--- src/rtl/core/ata_pkg.sv ---
// shared types and constants for the accelerometer tilt angle pipeline
`timescale 1ns / 1ps
`default_nettype none
package ata_pkg;

	// working widths: operands pre-shifted by 20 bits, angle in 2^-24 degree
	localparam int XY_W      = 40;
	localparam int Z_W       = 34;
	localparam int PRE_SHIFT = 20;
	localparam int TBL_BITS  = 24;
	localparam int TBL_LEN   = 24;

	localparam logic signed [Z_W-1:0] DEG90  = 34'sd1509949440;
	localparam logic signed [Z_W-1:0] DEG180 = 34'sd3019898880;

	// atan(2^-i) in 2^-24 degree
	localparam logic [31:0] ATAN_TBL [TBL_LEN] = '{
		32'd754974720, 32'd445687602, 32'd235489088, 32'd119537938,
		32'd60000934,  32'd30029717,  32'd15018523,  32'd7509720,
		32'd3754917,   32'd1877466,   32'd938734,    32'd469367,
		32'd234684,    32'd117342,    32'd58671,     32'd29335,
		32'd14668,     32'd7334,      32'd3667,      32'd1833,
		32'd917,       32'd458,       32'd229,       32'd115
	};

	// one lane's vector and angle as it moves down the chain
	typedef struct packed {
		logic signed [XY_W-1:0] x;
		logic signed [XY_W-1:0] y;
		logic signed [Z_W-1:0]  z;
		logic                   byp;
	} lane_t;

endpackage
`default_nettype wire

--- src/rtl/core/ata_prep.sv ---
// front stage of one lane: quadrant fold and axis special cases
`timescale 1ns / 1ps
`default_nettype none
module ata_prep (
	input  wire                  clk,
	input  wire signed [15:0]    num,
	input  wire signed [15:0]    den,
	output ata_pkg::lane_t       lane
);

	logic signed [ata_pkg::XY_W-1:0] a_w;
	logic signed [ata_pkg::XY_W-1:0] b_w;
	ata_pkg::lane_t                  nxt;
	ata_pkg::lane_t                  res_s1;

	always_comb begin
		a_w = $signed({{4{num[15]}}, num, 20'b0});
		b_w = $signed({{4{den[15]}}, den, 20'b0});
		nxt.byp = 1'b0;
		if (num == 16'sd0) begin
			nxt.byp = 1'b1;
			nxt.x   = b_w;
			nxt.y   = a_w;
			nxt.z   = den[15] ? ata_pkg::DEG180 : '0;
		end else if (den == 16'sd0) begin
			nxt.byp = 1'b1;
			nxt.x   = b_w;
			nxt.y   = a_w;
			nxt.z   = num[15] ? -ata_pkg::DEG90 : ata_pkg::DEG90;
		end else if (den[15]) begin
			// left half plane: rotate by 180 degrees first
			nxt.x = -b_w;
			nxt.y = -a_w;
			nxt.z = num[15] ? -ata_pkg::DEG180 : ata_pkg::DEG180;
		end else begin
			nxt.x = b_w;
			nxt.y = a_w;
			nxt.z = '0;
		end
	end

	always_ff @(posedge clk) begin
		res_s1 <= nxt;
	end

	assign lane = res_s1;

endmodule
`default_nettype wire

--- config.mk ---
export PLATFORM = sky130hd
export DESIGN_NAME = ata_prep
export DESIGN_NICKNAME = d
export VERILOG_FILES = /design/src/rtl/core/ata_pkg.sv /design/src/rtl/core/ata_prep.sv
export SDC_FILE = /design/constraint.sdc
export NUM_CORES = 1
export LEC_CHECK = 0
export BUFFER_PORTS_ARGS = -buffer_cell sky130_fd_sc_hd__buf_4
export CAP_MARGIN = 20
export CORE_MARGIN = 2
export CORE_UTILIZATION = 46
export CTS_CLUSTER_SIZE = 8
export DETAILED_ROUTE_END_ITERATION = 12
export HOLD_SLACK_MARGIN = 0.08
export MAX_ROUTING_LAYER = met4
export PLACE_DENSITY = 0.86
export SYNTH_ARGS = -nofsm -noshare
export SYNTH_HDL_FRONTEND = slang
export SYNTH_SLANG_ARGS = --single-unit
--- constraint.sdc ---
create_clock -name clk -period 3.1 [get_ports clk]
set_clock_uncertainty 0.1 [all_clocks]
set_input_delay 0.62 -clock clk [delete_from_list [all_inputs] [get_ports clk]]
set_output_delay 0.62 -clock clk [all_outputs]
set_load 0.01 [all_outputs]
; ---- Yosys cells after proc, flatten, opt, wreduce, memory -nomap -nowiden
; Index checks and enable logic that the tools add are counted.
; Widths: inputs -> output; s select.
[word_totals]
mem_count = 0
latchBits = 0
in_bits = 33
regBits = 115
ramBits = 0
mem_bits_ro = 0
[op_classes]
n_reduce_logical = 3
bitwise = 1
n_div = 0
shift = 0
multipliers = 0
eq_ne = 0
addsub = 2
magnitude_cmp = 0
mux = 7
[op_table]
columns = op, n
row1 = $mux 114, 2
row2 = $mux 115, 1
row3 = $neg 36->40, 2
row4 = $mux 34, 2
row5 = $logic_not 16->1, 2
row6 = $mux 32, 1
row7 = $reduce_or 3->1, 1
row8 = $mux 1, 1
row9 = $not 1->1, 1

; ---- Longest topological paths before layout
; Gate-level depths: netlist of run 1.
[logic_depth]
depth_word = 4
depth_mapped = 8
depth_no_buf = 7

; ---- Worst setup path before layout of run 1
; OpenSTA, ideal clock, no wires.
[synth_path]
kind = input to register
startpoint = input port num[0]
endpoint = register res_s1 (netlist bit lane[96])
arrival_time_ps = 2093
cell_stages = 7
path_slack_ps = 784
setup_ps = 123
n_path_buf = 1
cell_sequence = inv_1 -> ha_1 -> nor2b_1 -> nand4b_2 -> o31ai_4 -> buf_6 -> mux2_1
[synth_lines]
columns = element, line_no
row1 = from (decl), ata_prep.sv:6  ; input wire signed [15:0] num,
row2 = to (signal assigned), ata_prep.sv:43  ; res_s1 <= nxt;
row3 = to (decl), ata_prep.sv:14  ; ata_pkg::lane_t res_s1;

==> results of run 1 <==
-- per-layer routing --
layer / up-vias / track usage [%] / wire [um]
met1: 737 / 15.8 / 1680
met5: - / - / 0
met4: 0 / 5.75 / 73
met3: 8 / 4.07 / 455
li1: 805 / - / -
met2: 110 / 27.4 / 2210
-- kinds of logic (layout without fill, tap and decap cells) --
group                      Yosys count  in the layout  synth area share [%]
AOI/OAI and AO/OA                   25             25                  7.17
xor gates and xnor gates            25             25                  9.65
adders and majority gates            2              2                  1.10
buffers and inverters               83             99                  25.9
DFF                                 46             46                  40.6
muxes                                3              3                  1.49
other                                1             65                 0.165
and+or+nand+nor                     55             55                  13.9
-- Yosys cell counts (all sizes together) --
master | number | area share, %
a21oi | 8 | 1.8
xnor2 | 7 | 2.7
nand2 | 7 | 1.2
ha | 2 | 1.1
mux2 | 3 | 1.5
nor4 | 5 | 2.0
a21o | 1 | 0.33
conb | 1 | 0.17
and3 | 1 | 0.28
or4 | 3 | 0.99
o21a | 1 | 0.33
o31ai | 2 | 1.3
nor3b | 2 | 0.88
dfxtp | 46 | 41
nor2b | 2 | 0.55
or2 | 1 | 0.28
o21ai | 6 | 1.3
o41ai | 2 | 0.77
clkinv | 1 | 0.17
nor3 | 10 | 2.6
nand2b | 4 | 1.1
buf | 73 | 24
nor2 | 18 | 3.0
a31oi | 5 | 1.4
inv | 7 | 1.2
nand4b | 2 | 1.0
xor2 | 18 | 6.9
clkbuf | 2 | 0.33
-- cell type report --
type	instances	area share, %
clock buffers	6	2.93
clock inverters	2	2.13
inverters	8	1.07
multi-input cells	175	35.6
flip-flops and latches	46	32.7
well taps	67	2.98
repair buffers	83	22.6
-- critical path: cells and delay by family --
family,cells,cell delay [ns]
and+or+nand+nor,2,0.53
AOI/OAI and AO/OA,1,0.48
buffers and inverters,3,0.38
muxes,1,0.32
adders and majority gates,1,0.18
-- power by group through the flow --
stage,combinational [mW],clock [mW],sequential [mW]
2_1_floorplan,0.167,0,0.694
3_3_place_gp,0.263,0,0.667
3_5_place_dp,0.269,0,0.667
4_1_cts,0.271,0.538,0.653
5_1_grt,0.295,0.558,0.658
6_report,0.272,0.532,0.653
-- final timing paths --
kind | to
worst max-delay path | lane[96]
worst min-delay path | lane[55]
==> qor.yml, run 1 <==
place_congestion: 0.757
layout.core_utilization_pct: 59.2
final.period_utilization_pct: 78.5
core_um2: 4750
die_w_um: 74.2
postCtsSetupRepairBufs: 0
dr.pass1.iters: 4
first_global_vias: 1409
drive_gt1_share_pct: 31.3
cts_num_sinks: 46
finalPower_mw: 1.46
antenna_cells_inserted: 0
postRouteAntennaNets: 0
maximum_number_of_pins_on_one_net_before_global_route_repair: 17
initial_util_pct: 47.7
synth.distinct_cells: 37
die_h_um: 74.2
power_switching_mw: 0.350
crit_path_start_kind: "input port"
pre_cts_slack_ns: 0.383
drt-vias-per-instance: 4.29
sequential_cell_area_um2: 921
post-route-worst-setup-slack_ns: 0.665
clock_tree.buffer_depth: 2
ctsHoldBuffers: 0
final_cell_mix: "sky130_fd_sc_hd__buf_4 (82), sky130_fd_sc_hd__conb_1 (65), sky130_fd_sc_hd__dfxtp_1 (46), sky130_fd_sc_hd__nor2_1 (18), sky130_fd_sc_hd__xor2_1 (18)"
wl_per_cell_um: 11.4
netlist_instances: 240
criticalPathCategory: "input port to flop"
clock_transition_time_at_the_flip_flop_clock_pins_of_the_worst_setup_and_hold_paths_ns: 0.08
power.share.combinational_pct: 18.7
cap_viol_max_count: 0
p_clk_share_pct: 36.5
yosys_warnings: 0
wire_length_of_the_first_global_routing_pass_um: 6150
worst_endpoint_data_arrival_time_ns: 2.52
peakVddDrop_mv: 0.274
slowest_delay_ns: 0.48
detailed_place.area_um2: 2670
std_cell_rows: 25
setup.worst_path.end_class: "flop"
power_report.internal_total_mw: 1.11
power-per-cell-area_nw_per_um2: 518
post_cts_resized: 0
dp.cells: 379
leakagePower_nw: 1.40
min_delay_path_depth: 1
nFillCells: 432
h-tree-depth: 2
post-route-drc-count: 0
critical_path.startpoint: "num[0]"
grt_antenna_before_repair: 0
hold_start: "num[0]"
numCtsBuffers: 5
globalRoute.totalOverflow: 0
cp_slowest_cell: "sky130_fd_sc_hd__o31ai_4"
fmax_mhz: 411
dpl.hpwl_um: 3480
fin_worst_hold_slack_ns: 0.351
worstHoldPathType: "input port to flop"
syn_area_per_cell_um2: 9.46
final_area_um2: 2810
synth.cell_area_um2: 2270
fp.dieArea_um2: 5510
fin_cells: 387
finalMaxSlewViolations: 0
clock_tree_from_tritoncts: "built"
setup_tns_ns: 0
worstPathMaxFanout: 16
crit_required_ns: 3.18
switching_share_pct: 24.0
nNetsFinal: 354
worst-slew-pin-transition_ns: 0.588
routed-via-count: 1660
sequential_cell_fraction_of_total_power_pct: 44.8
multi_input_combinational_cell_area_um2: 1000
detail_route.wirelength_um: 4420
hold_viol: 0
grt_setup_unrepaired: "no"
clock_root_buffer_master: "sky130_fd_sc_hd__clkbuf_8"
groute.usage.overall_pct: 15.2
area.growth.synth_to_final_pct: 24.0
mostFrequentLayoutCell: "sky130_fd_sc_hd__buf_4"
min_period_ns: 2.43
path_cells: "buf_4, inv_1, ha_1, nor2b_1, nand4b_2, o31ai_4, buf_12, mux2_1"
yosys_reg_bits: 46
timing.max_slew.rel_slack_pct: 60.4
portBuffers: 82
seq_area_frac_synth_pct: 40.6
report.final.setup_viol: 0
drt_first_iter_violations: 77
status: "completed"
top_level_ports: 148
largest_register_ffs: 46
Power figures use the tool's default switching activity.
==> run 2, diff against run 1 <==
CORE_UTILIZATION = 42   (was 46)
PLACE_DENSITY = 0.8   (was 0.86)
clock period = 2.35 ns   (was 3.1 ns; I/O delays follow)
==> qor.yml, run 2 (same netlist as run 1, synthesis figures left out) <==
place_congestion: 0.770  # +1.7%
wl_per_cell_um: 11.0  # -3.2%
detail_route.wirelength_um: 4400  # -0.48%
setup.worst_path.end_class: "flop"
first_global_vias: 1449  # +2.8%
grt_setup_unrepaired: "no"
drive_gt1_share_pct: 32.6  # +1.4 points
drt_first_iter_violations: 56  # -27%
fmax_mhz: 512
crit_path_start_kind: "input port"
postCtsSetupRepairBufs: 0  # unchanged
std_cell_rows: 26  # +4.0%
initial_util_pct: 43.9  # -3.9 points
cp_slowest_cell: "sky130_fd_sc_hd__mux2_2"
dr.pass1.iters: 4  # unchanged
clock_tree.buffer_depth: 2  # unchanged
portBuffers: 82  # unchanged
detailed_place.area_um2: 2740  # +2.4%
leakagePower_nw: 1.42  # +1.4%
groute.usage.overall_pct: 14.7  # -0.45 points
mostFrequentLayoutCell: "sky130_fd_sc_hd__buf_4"
slowest_delay_ns: 0.33  # -0.15 ns
cap_viol_max_count: 0  # unchanged
postRouteAntennaNets: 0  # unchanged
path_cells: "buf_4, inv_1, ha_1, nor2b_1, nand4b_2, o31ai_4, buf_12, mux2_2"
setup_tns_ns: 0  # unchanged
clock_root_buffer_master: "sky130_fd_sc_hd__clkbuf_8"
die_h_um: 77.5  # +4.4%
pre_cts_slack_ns: 0.0701  # -0.312 ns
fp.dieArea_um2: 6010  # +9.0%
wire_length_of_the_first_global_routing_pass_um: 6750  # +9.8%
peakVddDrop_mv: 0.364  # +33%
area.growth.synth_to_final_pct: 25.4
report.final.setup_viol: 0  # unchanged
globalRoute.totalOverflow: 0  # unchanged
top_level_ports: 148  # unchanged
post_cts_resized: 0  # unchanged
clock_transition_time_at_the_flip_flop_clock_pins_of_the_worst_setup_and_hold_paths_ns: 0.09  # about the same
post-route-drc-count: 0  # unchanged
ctsHoldBuffers: 0  # unchanged
maximum_number_of_pins_on_one_net_before_global_route_repair: 20  # +3
final_cell_mix: "sky130_fd_sc_hd__buf_4 (90), sky130_fd_sc_hd__conb_1 (65), sky130_fd_sc_hd__dfxtp_1 (46), sky130_fd_sc_hd__nor2_1 (18), sky130_fd_sc_hd__xor2_1 (18)"
grt_antenna_before_repair: 0  # unchanged
post-route-worst-setup-slack_ns: 0.396  # -0.270 ns
antenna_cells_inserted: 0  # unchanged
criticalPathCategory: "input port to flop"
fin_worst_hold_slack_ns: 0.203  # -0.148 ns
largest_register_ffs: 46  # unchanged
status: "completed"
power-per-cell-area_nw_per_um2: 631  # +22%
finalMaxSlewViolations: 0  # unchanged
nNetsFinal: 362  # +2.3%
worstHoldPathType: "input port to flop"
crit_required_ns: 2.43  # -0.75 ns
final_area_um2: 2850  # +1.1%
routed-via-count: 1702  # +2.5%
clock_tree_from_tritoncts: "built"
min_period_ns: 1.95
numCtsBuffers: 5  # unchanged
worstPathMaxFanout: 19  # +3
dpl.hpwl_um: 3550  # +1.9%
die_w_um: 77.5  # +4.4%
cts_num_sinks: 46  # unchanged
worst_endpoint_data_arrival_time_ns: 2.04  # -0.48 ns
core_um2: 5170  # +8.8%
h-tree-depth: 2  # unchanged
hold_viol: 0  # unchanged
final.period_utilization_pct: 83.2
drt-vias-per-instance: 4.28  # -0.30%
run 2: cell types whose count changed in the layout (fill, tap and decap cells not counted), sizes merged:
cell,before,now
buf,83,91
bufinv,2,1
clkinvlp,0,1
run 2: through the flow:
step | instances | util, % | power (mW)
2_1_floorplan | 304 | - | 1.14
4_1_cts | 398 | 55.0 | 1.81
3_5_place_dp | 390 | 52.9 | 1.24
3_3_place_gp | 390 | 52.9 | 1.23
6_report | 398 | 55.0 | 1.79
5_1_grt | 398 | 55.0 | 1.89
run 2: power by group:
group / leakage [nW] / internal, mW / switching, mW
clock: 0.0514 / 0.317 / 0.255
combinational: 0.980 / 0.166 / 0.193
sequential: 0.385 / 0.845 / 0.0190
run 2: worst max-delay path: cells and delay by family:
family                     cells  cell delay [ns]
and+or+nand+nor                2             0.37
buffers and inverters          3             0.38
muxes                          1             0.33
AOI/OAI and AO/OA              1             0.30
adders and majority gates      1             0.18
run 2: per-layer routing:
| layer | GRT usage (%) | vias up | wire, um |
|---|---|---|---|
| li1 | - | 824 | - |
| met1 | 16.2 | 765 | 1640 |
| met2 | 24.5 | 107 | 2190 |
| met3 | 4.65 | 6 | 513 |
| met4 | 6.61 | 0 | 51 |
| met5 | - | - | 0 |
run 2: layout make-up:
class	count	area [um2]
Sequential cell	46	921
Inverter	8	30.0
Tap cell	70	87.6
Clock inverter	2	37.5
Multi-Input combinational cell	175	1000
Timing Repair Buffer	91	696
Clock buffer	6	72.6
Fill cell	475	2330
run 2: path summary, 6_finish.rpt:
| check | from | end | slack (ns) | cells after the start |
|---|---|---|---|---|
| max | num[0] | lane[56] | 0.40 | 8 |
| min | num[0] | lane[55] | 0.20 | 1 |
