`src/rtl/core/ata_pkg.sv`:
```
// shared types and constants for the accelerometer tilt angle pipeline
`timescale 1ns / 1ps
`default_nettype none
package ata_pkg;

	// working widths: operands pre-shifted by 20 bits, angle in 2^-24 degree
	localparam int XY_W      = 40;
	localparam int Z_W       = 34;
	localparam int PRE_SHIFT = 20;
	localparam int TBL_BITS  = 24;
	localparam int TBL_LEN   = 24;

	localparam logic signed [Z_W-1:0] DEG90  = 34'sd1509949440;
	localparam logic signed [Z_W-1:0] DEG180 = 34'sd3019898880;

	// atan(2^-i) in 2^-24 degree
	localparam logic [31:0] ATAN_TBL [TBL_LEN] = '{
		32'd754974720, 32'd445687602, 32'd235489088, 32'd119537938,
		32'd60000934,  32'd30029717,  32'd15018523,  32'd7509720,
		32'd3754917,   32'd1877466,   32'd938734,    32'd469367,
		32'd234684,    32'd117342,    32'd58671,     32'd29335,
		32'd14668,     32'd7334,      32'd3667,      32'd1833,
		32'd917,       32'd458,       32'd229,       32'd115
	};

	// one lane's vector and angle as it moves down the chain
	typedef struct packed {
		logic signed [XY_W-1:0] x;
		logic signed [XY_W-1:0] y;
		logic signed [Z_W-1:0]  z;
		logic                   byp;
	} lane_t;

endpackage
`default_nettype wire

```
`src/rtl/core/ata_round.sv`:
```
// output stage of one lane: round to the angle grid and clamp
`timescale 1ns / 1ps
`default_nettype none
module ata_round #(
	parameter int ANGLE_FRAC_BITS = 7
) (
	input  wire                  clk,
	input  wire signed [ata_pkg::Z_W-1:0] z,
	output logic signed [15:0]   angle
);

	localparam int SH    = ata_pkg::TBL_BITS - ANGLE_FRAC_BITS;
	localparam int LIM_I = 180 << ANGLE_FRAC_BITS;
	localparam int HI_I  = (LIM_I > 32767) ? 32767 : LIM_I;
	localparam int LO_I  = (LIM_I > 32768) ? -32768 : -LIM_I;
	localparam logic signed [ata_pkg::Z_W:0] HALF = (ata_pkg::Z_W+1)'(1) <<< (SH - 1);
	localparam logic signed [ata_pkg::Z_W:0] HI_V = (ata_pkg::Z_W+1)'(HI_I);
	localparam logic signed [ata_pkg::Z_W:0] LO_V = (ata_pkg::Z_W+1)'(LO_I);

	logic signed [ata_pkg::Z_W:0] sum;
	logic signed [ata_pkg::Z_W:0] r;
	logic signed [ata_pkg::Z_W:0] c;
	logic signed [15:0]           res_s1;

	always_comb begin
		sum = $signed({z[ata_pkg::Z_W-1], z}) + HALF;
		r   = sum >>> SH;
		if (r > HI_V) begin
			c = HI_V;
		end else if (r < LO_V) begin
			c = LO_V;
		end else begin
			c = r;
		end
	end

	always_ff @(posedge clk) begin
		res_s1 <= c[15:0];
	end

	assign angle = res_s1;

endmodule
`default_nettype wire

```
`config.mk`:
```
export PLATFORM = sky130hd
export DESIGN_NAME = ata_round
export DESIGN_NICKNAME = d
export VERILOG_FILES = /design/src/rtl/core/ata_pkg.sv /design/src/rtl/core/ata_round.sv
export SDC_FILE = /design/constraint.sdc
export NUM_CORES = 1
export LEC_CHECK = 0
export ABC_AREA = 1
export ABC_CLOCK_PERIOD_IN_PS = 2440
export BUFFER_PORTS_ARGS = -buffer_cell sky130_fd_sc_hd__buf_4
export CORE_ASPECT_RATIO = 1.25
export CORE_UTILIZATION = 45
export CTS_CLUSTER_SIZE = 28
export DETAILED_ROUTE_END_ITERATION = 8
export GPL_TIMING_DRIVEN = 0
export HOLD_SLACK_MARGIN = 0.15
export PLACE_DENSITY = 0.76
export SYNTH_ARGS = -nofsm -noshare
export SYNTH_HDL_FRONTEND = slang
export SYNTH_SLANG_ARGS = --single-unit
```
`constraint.sdc`:
```
create_clock -name clk -period 2.44 [get_ports clk]
set_input_delay 0.244 -clock clk [delete_from_list [all_inputs] [get_ports clk]]
set_output_delay 0.244 -clock clk [all_outputs]
set_load 0.05 [all_outputs]
```
# Word-level counts from Yosys, hierarchy flattened
# Index checks and enable logic that the tools add are counted.
# totals
register_bits	16
in_bits	35
out_inout_bits	16
# op_classes
addsub	1
n_lt_le_gt_ge	2
muxes	1
reduce_logical	1
# ops
op	n
$add A34 B18 Y35 const B	1
$gt A18 B16 Y1 const B	1
$lt A18 B16 Y1 const B	1
$mux W16	1
$reduce_or A2 Y1	1

# Longest topological paths before layout
# Gate-level depths: netlist (run 1).
# logic_depth
word_depth	3
mapped_depth	14
mapped_depth_nobuf	14

# Worst setup path before layout (run 1)
# No wires, ideal clock.
# synth_path
path_type	input to register
start	input z[16] (netlist name)
end	register res_s1[3] (netlist: angle[3])
t_arrival_ns	1.525
required_ns	2.321
path_slack_ns	0.796
stages	12
path_buffers	0
cell_sequence	ha_1 -> nand2_1 -> nor2_4 -> nand3_1 -> nand2_1 -> nand2_1 -> nor2_2 -> nand2_1 -> a21oi_2 -> nand2_4 -> nand3_4 -> nor2_2
# synth_via
elab_chain_cells	3
word_cells_on_any_way	4
# synth_lines
element	line	rtl
start, declared	ata_round.sv:8	input wire signed [ata_pkg::Z_W-1:0] z,
$add A34 B18 Y35 (*)	ata_round.sv:26	sum = $signed({z[ata_pkg::Z_W-1], z}) + HALF;
$gt A18 B16 Y1 / $lt A18 B16 Y1 (equally long branches)	ata_round.sv:28, ata_round.sv:30	
$reduce_or A2 Y1 (no source line)	n/a	
end signal, assigned	ata_round.sv:38	res_s1 <= c[15:0];
end, declared	ata_round.sv:23	logic signed [15:0] res_s1;
# Mark *: on every way between the ends. The rest lies on a longest branch, timed or not.
# A chain may end at the register's enable or synchronous reset.

# Worst setup path after layout (run 1)
# layout_path
start	input z[16] (netlist name)
end	register res_s1[0] (netlist: angle[0])
# Same word-level chain as after synthesis.

==> results.py, run 1 <==
metrics = {
    "outcome": {
        "outcome": "completed",
    },
    "finish": {
        "layout-drive-gt1-share_pct": 32.0,
        "largest_register_ffs": 16,
        "nets": 259,
        "antennaDiodeCount": 0,
        "synthToLayoutAreaGrowth_pct": 28.1,
        "n_fill_cell": 262,
    },
    "timing": {
        "period_minus_slack_ns": 1.63,
        "worstMarginPinSlew_ns": 0.275,
        "fmaxAchievable_mhz": 613,
        "slew_headroom_pct": 81.5,
        "timing.final.crit_share_pct": 66.9,
        "setup_viol": 0,
        "rsz0062_at_grt": "false",
        "hold_viol_final": 0,
        "slew_viol_final": 0,
        "setup-tns-final_ns": 0,
        "setup_slack_ns": 0.808,
    },
    "drt": {
        "routed_wl_mm": 2.28,
        "avgRoutedWirePerCell_um": 8.92,
        "via_per_inst": 4.72,
        "ant_nets": 0,
        "first_pass_iters": 4,
        "drc": 0,
        "dr_total_vias": 1203,
        "drt_iter0_markers": 16,
    },
    "global_route": {
        "grt_max_degree": 10,
        "grt_remaining_overflow": 0,
        "grt_util_all_layers_pct": 19.5,
        "grt_pass1_vias": 1016,
        "antenna_found_initial": 0,
        "grt_pass1_wl_mm": 4.03,
    },
    "power_and_ir_drop": {
        "ir_drop_v": 0.000278,
        "power.density_nw_per_um2": 446,
        "power.leakage_nw": 0.755,
    },
    "die": {
        "start_util_pct": 48.2,
        "num_rows": 20,
        "die_x_um": 47.8,
        "dieArea_um2": 2840,
        "core_um2": 2450,
        "pin_count": 51,
        "dieHeight_um": 59.3,
    },
    "clock_network": {
        "cts_resized": 0,
        "clockRootBuffer": "clkbuf_4",
        "cts_sinks": 16,
        "cts_setup_buffers": 0,
        "cts_buffers": 3,
        "path_clk_slew_ns": 0.08,
        "hold_buffers": 0,
        "cts_buffer_depth": 2,
        "cts_tree": "built",
        "cts.htree.levels": 1,
    },
    "critical_path": {
        "crit_top_cell": "nand2_1",
        "cp_top_family": "simple AND/OR/NAND/NOR gates",
        "worstPathMaxFanout": 9,
        "crit_required_ns": 2.61,
        "critPathLaunchType": "input pin",
        "cp.arrival_ns": 1.80,
        "cp_slowest_cell": "a21oi_2",
        "max_stage_delay_ns": 0.22,
        "path_class": "in2reg",
        "cp-end-kind": "register",
        "crit_chain": "buf_4 > ha_1 > nand2_1 > nor2_4 > nand4_1 > nand2_1 > inv_1 > nand2_1 > nand2_1 > a21oi_2 > nand2_4 > nand3_4 > nor2_2",
        "path_buf_inv": 2,
    },
    "placement": {
        "port_buffers": 34,
        "hpwlAfterDp_mm": 1.99,
        "gp_congestion": 0.854,
        "dp_slack_ns": 0.498,
    },
    "hold_path": {
        "min_path_type": "in2reg",
        "holdPathStages": 3,
        "min_from": "z[20]",
        "min_to": "angle[3]",
    },
    "synthesis": {
        "yosys_warnings": 0,
        "ys_seq_elements": 16,
        "synth_top_area_share_pct": 27.1,
        "syn_inst": 184,
        "synth_area_um2": 1180,
        "yosys.cell_types.count": 21,
        "netlist_top_cells_area": "dfxtp_1 (27%), nand2_1 (20%), inv_1 (8.3%), nor2_2 (7.9%), nand3_1 (5.5%)",
        "synth-seq-area-share_pct": 27.1,
        "syn-num-nets": 220,
        "synth_area_leader_cell": "dfxtp_1",
        "synth_area_per_cell_um2": 6.43,
    },
    "run": {
        "cap_violations": 0,
    },
}
-- per-layer routing --
metal	GRT usage, %	vias up	routed length [µm]
li1	-	648	-
met1	23.5	523	991
met2	32.8	28	1170
met3	1.83	4	65
met4	9.92	0	51
met5	0	-	0
-- worst max-delay path by stage --
stage,start,to,slack [ns],cells after the start
global placement,z[16],angle[8],0.54,13
floorplan,z[16],angle[3],0.80,12
global route,z[16],angle[9],0.61,13
finish,z[16],angle[0],0.81,13
detailed placement,z[16],angle[0],0.50,13
CTS,z[16],angle[0],0.79,13
-- cell families (layout without fill, tap and decap cells) --
kind of cell,after synthesis,in the layout,synth area share (%)
AND/OR/NAND/NOR,127,127,54.8
XOR/XNOR,5,5,3.70
buffers and inverters,27,65,8.57
adder cells (fa/ha/maj),1,1,1.06
AO/OA/AOI/OAI,8,8,4.76
flip-flops,16,16,27.1
-- stage by stage --
step	power, W	cells	instance area (µm²)	util, %	hold WS, ns
after floorplan	0.000445	184	1180	-	0.431
after global placement	0.000518	251	1480	60.3	0.553
after detailed placement	0.000521	251	1480	60.3	0.565
after CTS	0.000679	255	1520	61.8	0.279
after global routing	0.000723	255	1520	61.8	0.275
final	0.000675	255	1520	61.8	0.279
-- power breakdown --
part,leakage (nW),internal [W],switching [W]
Sequential,0.133,0.000280,0.00000407
Clock,0.0210,0.0000906,0.0000708
Combinational,0.601,0.0000755,0.000155
-- synth_stat cells (all sizes together) --
library cell and number:
nor2 32, xnor2 1, xor2 4, a21oi 5, nand4 8, dfxtp 16
nor3 2, inv 27, ha 1, o21ai 1, nand2 68, nand3 17
o21bai 2
-- cell usage in the layout (no fill, tap or decap), types with 2 or more instances in the layout --
cell      instances
nor2_4            4
nand2_1          62
dfxtp_1          16
nor2_1           13
nor3_1            2
nand4_1           8
nand3_4           2
xor2_1            4
clkbuf_4          3
nand3_2           2
buf_4            34
a21oi_1           2
nor2_2           15
a21oi_2           3
nand3_1          13
inv_1            26
nand2_4           2
nand2_2           4
o21bai_1          2
-- area by class of cell --
class | instances | area, µm² | share of cell area (%)
clock buffer | 4 | 36.3 | 2.39
sequential | 16 | 320 | 21.1
inverter | 27 | 101 | 6.69
timing repair buffer | 34 | 255 | 16.8
tap | 33 | 41.3 | 2.73
multi-input combinational | 141 | 761 | 50.2
(Power assumes the default switching activity.)
==> run 2, diff against run 1 <==
ABC_CLOCK_PERIOD_IN_PS = 1600   (was 2440)
clock period = 1.6 ns   (was 2.44 ns; I/O delays follow)
==> results.py, run 2 (synthesis results as in run 1) <==
metrics = {
    "outcome": {
        "outcome": "completed",
    },
    "finish": {
        "antennaDiodeCount": 0,
        "nets": 261,
        "final_cells": 257,
        "utilization_pct": 66.3,
        "regArea_um2": 320,
        "largest_register_ffs": 16,
        "synthToLayoutAreaGrowth_pct": 37.5,
        "multi_input_area_um2": 857,
        "final_cell_mix": "nand2_1 (57), buf_4 (34), inv_1 (26)",
        "n_fill_cell": 234,
        "layout-drive-gt1-share_pct": 38.4,
        "layout_commonest_cell": "nand2_1",
    },
    "clock_network": {
        "cts_buffers": 3,
        "cts.htree.levels": 1,
        "clockRootBuffer": "clkbuf_4",
        "hold_buffers": 0,
        "cts_sinks": 16,
        "cts_tree": "built",
        "cts_buffer_depth": 2,
        "path_clk_slew_ns": 0.08,
    },
    "global_route": {
        "grt_pass1_wl_mm": 4.03,
        "grt_util_all_layers_pct": 19.5,
        "antenna_found_initial": 0,
        "grt_pass1_vias": 1016,
        "grt_remaining_overflow": 0,
        "grt_max_degree": 10,
    },
    "power_and_ir_drop": {
        "total_power_w": 0.00106,
        "ir_drop_v": 0.000466,
        "power.density_nw_per_um2": 653,
        "power.leakage_nw": 0.780,
    },
    "drt": {
        "drt_iter0_markers": 23,
        "routed_wl_mm": 2.53,
        "first_pass_iters": 6,
        "avgRoutedWirePerCell_um": 9.83,
        "via_per_inst": 4.81,
        "ant_nets": 0,
        "drc": 0,
        "dr_total_vias": 1237,
    },
    "timing": {
        "slew_headroom_pct": 82.4,
        "slew_viol_final": 0,
        "period_minus_slack_ns": 1.49,
        "fmaxAchievable_mhz": 673,
        "hold_viol_final": 0,
        "setup_slack_ns": 0.114,
        "setup_viol": 0,
        "timing.final.crit_share_pct": 92.9,
        "worstMarginPinSlew_ns": 0.262,
    },
    "die": {
        "dieArea_um2": 2840,
        "start_util_pct": 48.2,
        "pin_count": 51,
        "dieHeight_um": 59.3,
        "die_x_um": 47.8,
        "num_rows": 20,
        "core_um2": 2450,
    },
    "placement": {
        "dp_slack_ns": -0.258,
        "hpwlAfterDp_mm": 1.99,
        "dp_cells": 251,
        "port_buffers": 34,
        "gp_congestion": 0.854,
    },
    "hold_path": {
        "holdPathStages": 3,
        "min_path_type": "in2reg",
        "min_from": "z[20]",
        "min_to": "angle[3]",
    },
    "critical_path": {
        "critPathLaunchType": "input pin",
        "crit_chain": "buf_4 > ha_4 > nand2_4 > nor2_4 > nand3_4 > nor2_4 > xnor2_1 > inv_1 > nor2_2 > nor2_4 > inv_4 > nand3_4 > nor2_2",
        "path_class": "in2reg",
        "max_stage_delay_ns": 0.24,
        "cp_slowest_cell": "nor2_4",
        "worstPathMaxFanout": 8,
        "crit_required_ns": 1.81,
        "crit_top_cell": "nor2_4",
        "cp.arrival_ns": 1.70,
        "cp-end-kind": "register",
    },
    "run": {
        "cap_violations": 0,
    },
}
run 2: metrics by stage:
step	area [µm²]	hold slack, ns	TNS, ns
6_report	1630	0.196	0
5_1_grt	1630	0.182	-0.00319
4_1_cts	1520	0.195	0
3_5_place_dp	1480	0.481	-3.42
3_3_place_gp	1480	0.469	-2.80
2_1_floorplan	1180	0.347	0
run 2: power by group:
part / switching, W / internal [W] / total, W
Combinational: 0.000256 / 0.000129 / 0.000385
Clock: 0.000106 / 0.000138 / 0.000244
Sequential: 0.00000627 / 0.000426 / 0.000433
run 2: layout make-up:
class,instances,area share (%)
multi-input cells,142,52.7
repair buffers,35,16.4
flip-flops and latches,16,19.7
well taps,33,2.54
clock buffers,4,2.23
inverters,27,6.39
run 2: how the worst max path moves through the flow:
stage	from	end	slack, ns
2_1_floorplan	z[16]	angle[3]	0.04
3_3_place_gp	z[16]	angle[8]	-0.21
3_5_place_dp	z[16]	angle[0]	-0.26
4_1_cts	z[16]	angle[0]	0.04
5_1_grt	z[16]	angle[7]	-0.003
6_report	z[16]	angle[0]	0.11
run 2: repair_timing:
action / 4_1_cts / 5_1_grt
setup buffers: 0 / 1
endpoints found under the hold margin: 0 / 0
gates resized for setup: 0 / 21
setup endpoints to repair: 0 / 15
run 2: critical path: cells and delay by family:
family,cells,cell delay (ns)
xor gates and xnor gates,1,0.16
and+or+nand+nor,8,0.95
adders and majority gates,1,0.15
buffers and inverters,3,0.27
run 2: metal layers:
metal  GRT usage (%)  vias to the layer above  wire length [µm]
met5               0                        -                 0
met2            32.8                       30              1340
li1                -                      653                 -
met3            1.83                        8                75
met1            23.5                      546              1020
met4            9.92                        0                85
==> run 3, diff against run 2 <==
ABC_CLOCK_PERIOD_IN_PS = 1320   (was 1600)
CORE_UTILIZATION = 42   (was 45)
PLACE_DENSITY = 0.75   (was 0.76)
clock period = 1.32 ns   (was 1.6 ns; I/O delays follow)
==> results.py, run 3 (synthesis results as in run 1) <==
metrics = {
    "die": {
        "num_rows": 21,
        "dieHeight_um": 61.3,
        "dieArea_um2": 3030,
        "pin_count": 51,
        "die_x_um": 49.5,
        "core_um2": 2680,
        "start_util_pct": 44.1,
    },
    "global_route": {
        "antenna_found_initial": 0,
        "use_met3_pct": 1.48,
        "grt_max_degree": 10,
        "grt_pass1_wl_mm": 4.20,
        "grt_pass1_vias": 1055,
        "gr-usage-met1_pct": 20.5,
        "grt_remaining_overflow": 0,
        "gr-max-usage-layer": "met2",
        "grt_util_all_layers_pct": 17.9,
        "grt_util_met2_pct": 33.9,
    },
    "critical_path": {
        "path_buf_inv": 1,
        "startpoint": "z[17]",
        "max_stage_delay_ns": 0.23,
        "cp.arrival_ns": 1.60,
        "worstPathMaxFanout": 8,
        "cp-end-kind": "register",
        "path_class": "in2reg",
        "cp_slowest_cell": "nor2_4",
        "crit_chain": "buf_8 > ha_4 > nand2_4 > nor2_4 > nand3_4 > nor2_4 > nand2_2 > nand2_4 > nand2_2 > a21oi_4 > nand2_4 > nand3_4 > nor2_2",
        "critPathLaunchType": "input pin",
        "cp_top_family": "simple AND/OR/NAND/NOR gates",
        "crit_top_cell": "nand2_4",
        "crit_required_ns": 1.50,
    },
    "clock_network": {
        "cts_tree": "built",
        "path_clk_slew_ns": 0.08,
        "cts_buffers": 3,
        "clockRootBuffer": "clkbuf_4",
        "cts_buffer_depth": 2,
        "cts_sinks": 16,
        "cts.htree.levels": 1,
    },
    "finish": {
        "nets": 262,
        "regArea_um2": 320,
        "largest_register_ffs": 16,
        "antennaDiodeCount": 0,
        "fin_area_um2": 1690,
        "n_fill_cell": 269,
        "layout-drive-gt1-share_pct": 43.1,
        "synthToLayoutAreaGrowth_pct": 43.3,
        "multi_input_area_um2": 910,
        "final_cell_mix": "nand2_1 (54), buf_4 (34), inv_1 (24)",
        "final_cells": 259,
        "layout_commonest_cell": "nand2_1",
    },
    "drt": {
        "via_per_inst": 4.68,
        "avgRoutedWirePerCell_um": 9.24,
        "drt_iter0_markers": 24,
        "ant_nets": 0,
        "drc": 0,
        "routed_wl_mm": 2.39,
        "first_pass_iters": 4,
        "dr_total_vias": 1211,
    },
    "placement": {
        "hpwlAfterDp_mm": 1.90,
        "gp_congestion": 0.829,
        "dp_cells": 252,
        "port_buffers": 34,
        "dpl_cell_area_um2": 1500,
        "dp_slack_ns": -0.412,
    },
    "timing": {
        "setup-tns-final_ns": -1.08,
        "timing.final.crit_share_pct": 107,
        "setup_slack_ns": -0.0988,
        "rsz0062_at_grt": "true",
        "setup_viol": 15,
        "slew_headroom_pct": 78.9,
        "period_minus_slack_ns": 1.42,
        "hold_viol_final": 0,
        "slew_viol_final": 0,
        "worstMarginPinSlew_ns": 0.315,
        "fmaxAchievable_mhz": 705,
    },
    "outcome": {
        "outcome": "complete, but fails checks",
        "violations": "negative setup slack",
    },
    "hold_path": {
        "holdPathStages": 3,
        "min_to": "angle[3]",
        "min_from": "z[20]",
        "min_path_type": "in2reg",
    },
    "power_and_ir_drop": {
        "total_power_w": 0.00131,
        "power.density_nw_per_um2": 772,
        "power.leakage_nw": 0.798,
        "ir_drop_v": 0.000532,
    },
    "run": {
        "cap_violations": 0,
    },
}
## run 3: changes by cell type in the layout (fill, tap and decap cells not counted)
cell	delta
buf_8	+1
inv_1	-2
inv_2	+2
nand2_1	-3
nand2_2	+1
nand2_4	+2
nand3_1	-2
nand3_2	+1
nand3_4	+1
nor2_1	-2
nor2_2	+1
nor2_4	+1
xnor2_1	-1
xnor2_2	+1
## run 3: worst max-delay path by stage
stage / endpoint / depth (start not counted)
3_5_place_dp: angle[0] / 14
3_3_place_gp: angle[5] / 14
4_1_cts: angle[9] / 13
2_1_floorplan: angle[3] / 12
5_1_grt: angle[8] / 16
6_report: angle[4] / 13
## run 3: power by group
group / switching, W / internal [W]
Sequential: 0.00000744 / 0.000517
Clock: 0.000136 / 0.000168
Combinational: 0.000315 / 0.000164
## run 3: layout make-up
| class | count | area share (%) |
|---|---|---|
| flip-flops and latches | 16 | 18.9 |
| inverters | 27 | 6.13 |
| clock buffers | 4 | 2.14 |
| repair buffers | 36 | 16.6 |
| well taps | 34 | 2.51 |
| multi-input cells | 142 | 53.7 |
## run 3: per-layer routing
| metal | up-vias | share of wire, % |
|---|---|---|
| met5 | - | 0 |
| met4 | 0 | 1.6 |
| met3 | 5 | 2.9 |
| met2 | 27 | 53 |
| met1 | 524 | 43 |
| li1 | 655 | - |
## run 3: stage by stage
| stage | hold WS, ns | utilization (%) |
|---|---|---|
| final | 0.154 | 63.2 |
| after global routing | 0.161 | 63.2 |
| after CTS | 0.156 | 61.2 |
| after detailed placement | 0.449 | 55.9 |
| after global placement | 0.445 | 55.9 |
| after floorplan | 0.319 | - |
## run 3: repair_timing
item                                    CTS  global route
gates cloned                              1             0
hold buffers                              0             0
pin swaps                                15            10
setup buffers                             1             1
endpoints found under the setup margin   15            15
resized for setup                        20            13
hold endpoints to repair                  0             0
